$ cat config.mk
export PLATFORM = sky130hd
export DESIGN_NAME = curve_number_infiltration_step
export DESIGN_NICKNAME = d
export VERILOG_FILES = /design/src/hdl/cnis_pkg.sv /design/src/hdl/cnis_mult.sv /design/src/hdl/cnis_div.sv /design/src/hdl/curve_number_infiltration_step.sv
export SDC_FILE = /design/constraint.sdc
export NUM_CORES = 2
export LEC_CHECK = 0
export BUFFER_PORTS_ARGS = -buffer_cell sky130_fd_sc_hd__buf_2
export CORE_UTILIZATION = 61
export DETAILED_ROUTE_END_ITERATION = 16
export PLACE_DENSITY = 0.78
export SYNTH_ARGS = -nofsm -noshare
export SYNTH_HDL_FRONTEND = slang
export SYNTH_HIERARCHICAL = 1
export SYNTH_SLANG_ARGS = --single-unit
$ cat constraint.sdc
create_clock -name clk -period 23.3 [get_ports clk]
set_clock_uncertainty 0.1 [all_clocks]
set_input_delay 5.825 -clock clk [delete_from_list [all_inputs] [get_ports clk]]
set_output_delay 5.825 -clock clk [all_outputs]
set_load 0.03 [all_outputs]
$ cat src/hdl/cnis_pkg.sv
// Package for the curve-number infiltration step: item types, register
// indexes, sequencer states and datapath widths.
// Used by every module in hdl; depends on nothing.
`timescale 1ns / 1ps

package cnis_pkg;

  // Field widths fixed by the item formats.
  localparam int unsigned DEPTH_W  = 24;
  localparam int unsigned SECS_W   = 17;
  localparam int unsigned INFIL_W  = 25;
  localparam int unsigned RET_W    = 23;
  localparam int unsigned TOTAL_W  = 32;
  localparam int unsigned RATE_W   = 24;
  localparam int unsigned POND_W   = 16;
  localparam int unsigned CFG_IDX_W = 3;
  localparam int unsigned CFG_DATA_W = 32;

  // Shared multiplier operands and product.
  localparam int unsigned MUL_A_W = 32;
  localparam int unsigned MUL_B_W = 24;
  localparam int unsigned MUL_P_W = MUL_A_W + MUL_B_W;

  // Divider: dividend P*Se, divisor P+Se, quotient below Se.
  localparam int unsigned DIVIDEND_W = TOTAL_W + RET_W;
  localparam int unsigned DIVISOR_W  = TOTAL_W + 1;
  localparam int unsigned QUOT_W     = RET_W;
  localparam int unsigned DIV_STEPS  = QUOT_W;
  localparam int unsigned DIV_CNT_W  = 5;

  // Fraction bits of the regeneration rate.
  localparam int unsigned RATE_FRAC_W = 16;

  // Register indexes on the configuration port.
  localparam logic [CFG_IDX_W-1:0] REG_SMAX      = 3'd0;
  localparam logic [CFG_IDX_W-1:0] REG_REGEN     = 3'd1;
  localparam logic [CFG_IDX_W-1:0] REG_REGEN_EN  = 3'd2;
  localparam logic [CFG_IDX_W-1:0] REG_TMAX      = 3'd3;
  localparam logic [CFG_IDX_W-1:0] REG_MIN_POND  = 3'd4;

  // Reset values of the registers and state, and the saturation value of the totals.
  localparam logic [RET_W-1:0]   SMAX_RESET     = 23'd1000000;
  localparam logic [TOTAL_W-1:0] TMAX_RESET     = 32'hFFFF_FFFF;
  localparam logic [POND_W-1:0]  MIN_POND_RESET = 16'd4167;
  localparam logic [TOTAL_W-1:0] TOTAL_SAT      = 32'hFFFF_FFFF;

  typedef struct packed {
    logic [DEPTH_W-1:0] precip_depth;
    logic [DEPTH_W-1:0] ponded_depth;
    logic [SECS_W-1:0]  step_seconds;
  } in_item_t;

  typedef struct packed {
    logic [INFIL_W-1:0] infil_depth;
    logic [RET_W-1:0]   retention_now;
    logic               new_event;
  } out_item_t;

  typedef enum logic [3:0] {
    ST_IDLE,
    ST_PREP,
    ST_MUL_P,
    ST_DIV_START,
    ST_DIV_WAIT,
    ST_POT,
    ST_MUL_G,
    ST_UPDATE,
    ST_DONE
  } state_t;

endpackage

$ cat src/hdl/cnis_mult.sv
// Shared registered multiplier of the infiltration step.
// Used for both the event product and the regeneration gain; needs cnis_pkg.
`timescale 1ns / 1ps

module cnis_mult (
  input  logic                        clk,
  input  logic [cnis_pkg::MUL_A_W-1:0] a,
  input  logic [cnis_pkg::MUL_B_W-1:0] b,
  output logic [cnis_pkg::MUL_P_W-1:0] p
);

  // One product per cycle, registered before use.
  always_ff @(posedge clk) begin
    p <= {{cnis_pkg::MUL_B_W{1'b0}}, a} * {{cnis_pkg::MUL_A_W{1'b0}}, b};
  end

endmodule

$ cat src/hdl/cnis_div.sv
// Restoring divider for the potential infiltration P*Se/(P+Se).
// Produces one quotient bit per cycle; needs cnis_pkg.
`timescale 1ns / 1ps

module cnis_div (
  input  logic                             clk,
  input  logic                             rst,
  input  logic                             start,
  input  logic [cnis_pkg::DIVIDEND_W-1:0]  dividend,
  input  logic [cnis_pkg::DIVISOR_W-1:0]   divisor,
  output logic                             busy,
  output logic [cnis_pkg::QUOT_W-1:0]      quotient
);

  logic [cnis_pkg::DIVISOR_W-1:0] rem;
  logic [cnis_pkg::DIVISOR_W-1:0] dvs;
  logic [cnis_pkg::QUOT_W-1:0]    quo;
  logic [cnis_pkg::DIV_CNT_W-1:0] count;
  logic [cnis_pkg::DIVISOR_W+1:0] diff;
  logic                           borrow;

  // Trial subtraction of the divisor from the shifted partial remainder.
  always_comb begin
    diff   = {1'b0, rem, quo[cnis_pkg::QUOT_W-1]} - {2'b00, dvs};
    borrow = diff[cnis_pkg::DIVISOR_W+1];
  end

  // Control: the step counter and busy flag.
  always_ff @(posedge clk) begin
    if (rst) begin
      busy  <= 1'b0;
      count <= '0;
    end else if (start) begin
      busy  <= 1'b1;
      count <= '0;
    end else if (busy) begin
      count <= count + 1'b1;
      if (count == cnis_pkg::DIV_CNT_W'(cnis_pkg::DIV_STEPS - 1)) begin
        busy <= 1'b0;
      end
    end
  end

  // Datapath: the quotient is known to fit, so the upper dividend bits
  // already form a remainder below the divisor.
  always_ff @(posedge clk) begin
    if (start) begin
      rem <= {1'b0, dividend[cnis_pkg::DIVIDEND_W-1:cnis_pkg::QUOT_W]};
      quo <= dividend[cnis_pkg::QUOT_W-1:0];
      dvs <= divisor;
    end else if (busy) begin
      if (!borrow) begin
        rem <= diff[cnis_pkg::DIVISOR_W-1:0];
      end else begin
        rem <= {rem[cnis_pkg::DIVISOR_W-2:0], quo[cnis_pkg::QUOT_W-1]};
      end
      quo <= {quo[cnis_pkg::QUOT_W-2:0], ~borrow};
    end
  end

  assign quotient = quo;

endmodule

$ cat src/hdl/curve_number_infiltration_step.sv
// Curve-number infiltration, one item per time step of one catchment. An item
// with rain passes through the radix-2 divider that forms P*Se/(P+Se) at one
// quotient bit per cycle (23 steps) and the sequencer states around it; an
// item without rain skips the divider. The input side is ready only while the
// sequencer is idle; a finished result sits in an output register and the next
// item may be taken while it waits. Registers are written through a plain
// write port while the block is idle, a rule for the user that the block itself
// does not enforce; writing smax also reloads the retention state.
// Depends on cnis_pkg, cnis_mult and cnis_div.
`timescale 1ns / 1ps

module curve_number_infiltration_step (
  input  logic                                 clk,
  input  logic                                 rst,
  input  logic                                 cfg_write_en,
  input  logic [cnis_pkg::CFG_IDX_W-1:0]       cfg_index,
  input  logic [cnis_pkg::CFG_DATA_W-1:0]      cfg_data,
  input  logic                                 in_valid,
  output logic                                 in_ready,
  input  cnis_pkg::in_item_t                   in_item,
  output logic                                 out_valid,
  input  logic                                 out_ready,
  output cnis_pkg::out_item_t                  out_item
);

  // Configuration registers.
  logic [cnis_pkg::RET_W-1:0]   smax;
  logic [cnis_pkg::RATE_W-1:0]  regen_rate;
  logic                         regen_enable;
  logic [cnis_pkg::TOTAL_W-1:0] tmax_seconds;
  logic [cnis_pkg::POND_W-1:0]  min_pond_depth;

  // Catchment state.
  logic [cnis_pkg::RET_W-1:0]   retention;
  logic [cnis_pkg::RET_W-1:0]   event_retention;
  logic [cnis_pkg::TOTAL_W-1:0] precip_total;
  logic [cnis_pkg::TOTAL_W-1:0] infil_total;
  logic [cnis_pkg::INFIL_W-1:0] last_infil;
  logic [cnis_pkg::TOTAL_W-1:0] dry_time;

  // Per-item working registers.
  cnis_pkg::state_t             state, state_next;
  cnis_pkg::in_item_t           item;
  logic [cnis_pkg::INFIL_W-1:0] f1;
  logic                         new_event;

  // Shared unit connections.
  logic [cnis_pkg::MUL_A_W-1:0]    mul_a;
  logic [cnis_pkg::MUL_B_W-1:0]    mul_b;
  logic [cnis_pkg::MUL_P_W-1:0]    mul_p;
  logic                            div_start;
  logic                            div_busy;
  logic [cnis_pkg::DIVISOR_W-1:0]  div_den;
  logic [cnis_pkg::QUOT_W-1:0]     div_quo;

  // Step arithmetic.
  logic                           rain;
  logic                           ev_start;
  logic [cnis_pkg::TOTAL_W-1:0]   ptot_base;
  logic [cnis_pkg::TOTAL_W:0]     ptot_sum;
  logic [cnis_pkg::TOTAL_W:0]     dry_sum;
  logic [cnis_pkg::INFIL_W-1:0]   ret_ext;
  logic [cnis_pkg::INFIL_W-1:0]   avail;
  logic [cnis_pkg::INFIL_W-1:0]   f1_cap;
  logic [cnis_pkg::TOTAL_W:0]     infil_sum;
  logic [cnis_pkg::INFIL_W-1:0]   gain;
  logic [cnis_pkg::INFIL_W:0]     regen_sum;
  logic                           out_load;

  assign rain      = item.precip_depth != '0;
  assign ev_start  = dry_time >= tmax_seconds;
  assign ptot_base = ev_start ? '0 : precip_total;
  assign ptot_sum  = {1'b0, ptot_base} + (cnis_pkg::TOTAL_W + 1)'(item.precip_depth);
  assign dry_sum   = {1'b0, dry_time} + (cnis_pkg::TOTAL_W + 1)'(item.step_seconds);
  assign ret_ext   = cnis_pkg::INFIL_W'(retention);
  assign avail     = {1'b0, item.precip_depth} + {1'b0, item.ponded_depth};
  assign f1_cap    = (f1 > avail) ? avail : f1;
  assign infil_sum = {1'b0, infil_total} + (cnis_pkg::TOTAL_W + 1)'(f1_cap);
  assign gain      = mul_p[cnis_pkg::RATE_FRAC_W +: cnis_pkg::INFIL_W];
  assign regen_sum = (cnis_pkg::INFIL_W + 1)'(retention) + {1'b0, gain};
  assign div_den   = {1'b0, precip_total} + cnis_pkg::DIVISOR_W'(event_retention);
  assign div_start = (state == cnis_pkg::ST_DIV_START);
  assign out_load  = (state == cnis_pkg::ST_DONE) && (!out_valid || out_ready);
  assign in_ready  = (state == cnis_pkg::ST_IDLE);

  // Multiplier operands: the event product, otherwise the regeneration gain.
  always_comb begin
    if (state == cnis_pkg::ST_MUL_P) begin
      mul_a = precip_total;
      mul_b = cnis_pkg::MUL_B_W'(event_retention);
    end else begin
      mul_a = cnis_pkg::MUL_A_W'(item.step_seconds);
      mul_b = regen_rate;
    end
  end

  cnis_mult u_mult (
    .clk (clk),
    .a   (mul_a),
    .b   (mul_b),
    .p   (mul_p)
  );

  cnis_div u_div (
    .clk      (clk),
    .rst      (rst),
    .start    (div_start),
    .dividend (mul_p[cnis_pkg::DIVIDEND_W-1:0]),
    .divisor  (div_den),
    .busy     (div_busy),
    .quotient (div_quo)
  );

  // Sequencer state register.
  always_ff @(posedge clk) begin
    if (rst) begin
      state <= cnis_pkg::ST_IDLE;
    end else begin
      state <= state_next;
    end
  end

  // Sequencer next state.
  always_comb begin
    state_next = state;
    unique case (state)
      cnis_pkg::ST_IDLE: begin
        if (in_valid) state_next = cnis_pkg::ST_PREP;
      end
      cnis_pkg::ST_PREP: begin
        state_next = rain ? cnis_pkg::ST_MUL_P : cnis_pkg::ST_MUL_G;
      end
      cnis_pkg::ST_MUL_P:     state_next = cnis_pkg::ST_DIV_START;
      cnis_pkg::ST_DIV_START: state_next = cnis_pkg::ST_DIV_WAIT;
      cnis_pkg::ST_DIV_WAIT: begin
        if (!div_busy) state_next = cnis_pkg::ST_POT;
      end
      cnis_pkg::ST_POT:    state_next = cnis_pkg::ST_MUL_G;
      cnis_pkg::ST_MUL_G:  state_next = cnis_pkg::ST_UPDATE;
      cnis_pkg::ST_UPDATE: state_next = cnis_pkg::ST_DONE;
      cnis_pkg::ST_DONE: begin
        if (!out_valid || out_ready) state_next = cnis_pkg::ST_IDLE;
      end
      default: state_next = cnis_pkg::ST_IDLE;
    endcase
  end

  // Input item capture.
  always_ff @(posedge clk) begin
    if (in_valid && in_ready) begin
      item <= in_item;
    end
  end

  // Configuration registers and catchment state.
  always_ff @(posedge clk) begin
    if (rst) begin
      smax            <= cnis_pkg::SMAX_RESET;
      regen_rate      <= '0;
      regen_enable    <= 1'b0;
      tmax_seconds    <= cnis_pkg::TMAX_RESET;
      min_pond_depth  <= cnis_pkg::MIN_POND_RESET;
      retention       <= cnis_pkg::SMAX_RESET;
      event_retention <= cnis_pkg::SMAX_RESET;
      precip_total    <= '0;
      infil_total     <= '0;
      last_infil      <= '0;
      dry_time        <= '0;
      new_event       <= 1'b0;
      f1              <= '0;
    end else begin
      // Register writes must arrive only while idle; the block itself does not enforce this.
      if (cfg_write_en) begin
        unique case (cfg_index)
          cnis_pkg::REG_SMAX: begin
            smax            <= cfg_data[cnis_pkg::RET_W-1:0];
            retention       <= cfg_data[cnis_pkg::RET_W-1:0];
            event_retention <= cfg_data[cnis_pkg::RET_W-1:0];
          end
          cnis_pkg::REG_REGEN:    regen_rate     <= cfg_data[cnis_pkg::RATE_W-1:0];
          cnis_pkg::REG_REGEN_EN: regen_enable   <= cfg_data[0];
          cnis_pkg::REG_TMAX:     tmax_seconds   <= cfg_data;
          cnis_pkg::REG_MIN_POND: min_pond_depth <= cfg_data[cnis_pkg::POND_W-1:0];
          default: ;
        endcase
      end

      case (state)
        // Event bookkeeping, dry time and the ponding carry-over.
        cnis_pkg::ST_PREP: begin
          if (rain) begin
            f1        <= '0;
            new_event <= ev_start;
            if (ev_start) begin
              infil_total     <= '0;
              last_infil      <= '0;
              event_retention <= retention;
            end
            dry_time     <= '0;
            precip_total <= ptot_sum[cnis_pkg::TOTAL_W] ? cnis_pkg::TOTAL_SAT
                                                        : ptot_sum[cnis_pkg::TOTAL_W-1:0];
          end else begin
            new_event <= 1'b0;
            if (item.ponded_depth > cnis_pkg::DEPTH_W'(min_pond_depth) &&
                retention != '0) begin
              f1 <= (last_infil > ret_ext) ? ret_ext : last_infil;
            end else begin
              f1       <= '0;
              dry_time <= dry_sum[cnis_pkg::TOTAL_W] ? cnis_pkg::TOTAL_SAT
                                                     : dry_sum[cnis_pkg::TOTAL_W-1:0];
            end
          end
        end

        // Increment over what this event has already infiltrated.
        cnis_pkg::ST_POT: begin
          if (cnis_pkg::TOTAL_W'(div_quo) > infil_total && retention != '0) begin
            f1 <= cnis_pkg::INFIL_W'(div_quo - infil_total[cnis_pkg::QUOT_W-1:0]);
          end
        end

        // Cap at the available water, then deplete or regenerate retention.
        cnis_pkg::ST_UPDATE: begin
          if (f1 != '0) begin
            infil_total <= infil_sum[cnis_pkg::TOTAL_W] ? cnis_pkg::TOTAL_SAT
                                                        : infil_sum[cnis_pkg::TOTAL_W-1:0];
            if (regen_enable) begin
              retention <= (f1_cap >= ret_ext) ? '0
                         : retention - f1_cap[cnis_pkg::RET_W-1:0];
            end
          end else if (regen_enable) begin
            retention <= (regen_sum > (cnis_pkg::INFIL_W + 1)'(smax)) ? smax
                       : regen_sum[cnis_pkg::RET_W-1:0];
          end
          last_infil <= f1_cap;
        end

        default: ;
      endcase
    end
  end

  // Output register: holds a result until it is taken.
  always_ff @(posedge clk) begin
    if (rst) begin
      out_valid <= 1'b0;
    end else if (out_load) begin
      out_valid <= 1'b1;
    end else if (out_ready) begin
      out_valid <= 1'b0;
    end
  end

  always_ff @(posedge clk) begin
    if (out_load) begin
      out_item.infil_depth   <= last_infil;
      out_item.retention_now <= retention;
      out_item.new_event     <= new_event;
    end
  end

endmodule

==> run metrics <==
Switch Pwr roughly 1.4 mW; initial core utilization 61.8%; HP Class reg2reg; power share of the combinational group roughly 40%; Most Frequent Cell on Critical Path fa_1; share of cells above drive strength 1 under 10%; pwr/cell area approximately 56 nW/um^2; yosys warns 6; Die Area ~100000 um^2; final slew viol count 0; register area approximately 13000 um^2; DR WL/cell 23.8 um; area of the mapped netlist between 60000 and 70000 um^2; clock latency on the worst-skew pair around 0.66 ns; fill count just over 8000; PostCTS Resize Cnt 0; period utilization 40.7%; min Tclk post-route between 9 and 10 ns; initial antenna violation count 11; Die X approximately 320 um; core box area about 99000 um^2; routed vias 50400; crit-path max FO 55; first-pass GRT wire length 295000 um; hold buffers post-CTS 0; critical path class reg2reg; Power, Total between 3 and 4 mW; setup violators final 0; H-tree depth 2; CP required about 24 ns; Global Route Usage Sum between 30% and 40%; setup_tns 0 ns; row count 115; Worst path slowest cell and2_1; Sw Share 39.5%; CTS root buffer clkbuf_16; CTS buffer count 56; DRT Wirelength ~190000 um; drt drc 0; Clk pwr share between 20% and 30%; Sequential Power Share between 30% and 40%; Final Hold Viols 0; Maximum Capacitance Violations 0; RSZ-0062 raised after global routing false; CP top delay family adder cells; Area Growth Syn to Fin 5.72%; Bufs on Longest Clock Path 3; Final GP Congestion between 1 and 1.5; Syn Nets slightly above 8000; Vias/cell just over 6; CTS tree yes; vias in the first global route 50400; status finished, final reports clean; Post-DP HPWL around 150000 um; CTS clk-pin slew, worst paths 0.07 ns; footprint of the multi-input gates approximately 43000 um^2; Synth Area per Inst roughly 9 um^2; maximum vdd drop 0.0717 mV; CP Capture Type flip-flop; # nets final roughly 8100; Internal 2.18 mW; die height around 320 um; Post-DRT Antenna Nets 0; Clock Sinks ~560; worst relative slew slack 17.0%; Fmax about 110 MHz; # port buffers 155; worst path bufs/invs 6; Detailed Route Iter0 Violations about 5300; CP Launch Type flip-flop; final core occ between 60% and 70%; Post-CTS Setup Inserts 0; Worst Tran Pin Value between 1 and 1.5 ns; Critical Path Max Stage Delay around 0.94 ns; Boundary Pins 156; Gate Count Post-Synth 6842; largest net degree at the start of global routing 132; Pre-antenna DRT Iters 8; worst endpoint data arrival time 9.96 ns; global route total overflow 0; P_leak roughly 31 nW
## tightest hold or removal path: cells and delay by family, from the launching register on
| kind | cells | cell delay, ns |
|---|---|---|
| AO/OA/AOI/OAI | 1 | 0.05 |
| flip-flops | 1 | 0.31 |
| AND/OR/NAND/NOR | 1 | 0.05 |
## layer usage
| metal | GRT usage, % | vias to the layer above | share of wire, % |
|---|---|---|---|
| met5 | 0 | - | 0.018 |
| met4 | 23.5 | 6 | 7.1 |
| met3 | 7.33 | 669 | 9.5 |
| met2 | 59.2 | 2629 | 44 |
| met1 | 49.3 | 24600 | 39 |
| li1 | - | 22600 | - |
## metrics by stage
stage | cell area [um^2] | setup WS, ns | std cells | hold slack, ns
5_1_grt | 64500 | 13.52 | 8129 | 0.377
3_3_place_gp | 62600 | 14.14 | 8024 | 0.342
2_1_floorplan | 61000 | 14.59 | 6842 | 0.308
3_5_place_dp | 62600 | 14.09 | 8024 | 0.346
4_1_cts | 64500 | 14.07 | 8129 | 0.356
6_report | 64500 | 13.82 | 8137 | 0.359
## power groups by stage
stage	sequential [mW]	clock (mW)	combinational, mW
final	1.17	0.959	1.47
after global routing	1.17	1.00	1.60
after CTS	1.16	0.967	1.44
after detailed placement	1.18	0	1.43
after global placement	1.18	0	1.40
after floorplan	1.14	0	1.07
## layout make-up
| class | instances | area share (%) |
|---|---|---|
| diodes | 8 | 0.0310 |
| well taps | 1287 | 2.50 |
| multi-input cells | 4962 | 66.3 |
| inverters | 1004 | 5.84 |
| clock inverters | 32 | 0.502 |
| flip-flops and latches | 558 | 20.4 |
| clock buffers | 73 | 2.44 |
| repair buffers | 213 | 1.91 |
## flip-flops by register name, summed over array words and instances, names as in the netlist, 5 cells and up
signal           cells
smax                23
out_item            49
last_infil          25
u_div/quotient      23
u_div/count          5
regen_rate          24
u_div/dvs           33
precip_total        32
item                65
dry_time            32
min_pond_depth      16
tmax_seconds        32
retention           23
event_retention     23
infil_total         32
u_mult/p            55
f1                  25
u_div/rem           33
## cells in the final DEF (no fill, tap or decap), types with 36 or more instances in the layout
| cell | instances |
|---|---|
| inv_1 | 1003 |
| nand2_1 | 842 |
| fa_1 | 667 |
| ha_1 | 540 |
| and2_1 | 445 |
| a21oi_1 | 363 |
| dfxtp_1 | 356 |
| nor2_1 | 322 |
| edfxtp_1 | 202 |
| a21o_1 | 164 |
| buf_2 | 154 |
| xnor2_1 | 141 |
| o21ai_0 | 134 |
| nand3_1 | 111 |
| mux2_2 | 101 |
| a211oi_1 | 83 |
| xor2_1 | 81 |
| nand4_1 | 63 |
| o21a_1 | 61 |
| nor3_1 | 60 |
| clkbuf_16 | 58 |
| buf_4 | 57 |
| a31oi_1 | 53 |
| mux2i_1 | 50 |
| nand2b_1 | 48 |
| a221oi_1 | 43 |
| nand3b_1 | 41 |
| o21ai_1 | 38 |
| and3_1 | 37 |
| nor2b_1 | 36 |
## final timing paths
path                                     end  cells after the start  slack, ns                             from
max                     u_mult/p[54]$_DFF_P_                     26      13.82            state[1]$_SDFFE_PP0P_
min          min_pond_depth[13]$_SDFFE_PP0P_                      2       0.36  min_pond_depth[13]$_SDFFE_PP0P_
max reg2reg             u_mult/p[54]$_DFF_P_                     26      13.82            state[1]$_SDFFE_PP0P_
min reg2reg  min_pond_depth[13]$_SDFFE_PP0P_                      2       0.36  min_pond_depth[13]$_SDFFE_PP0P_
(Power assumes the default switching activity.)
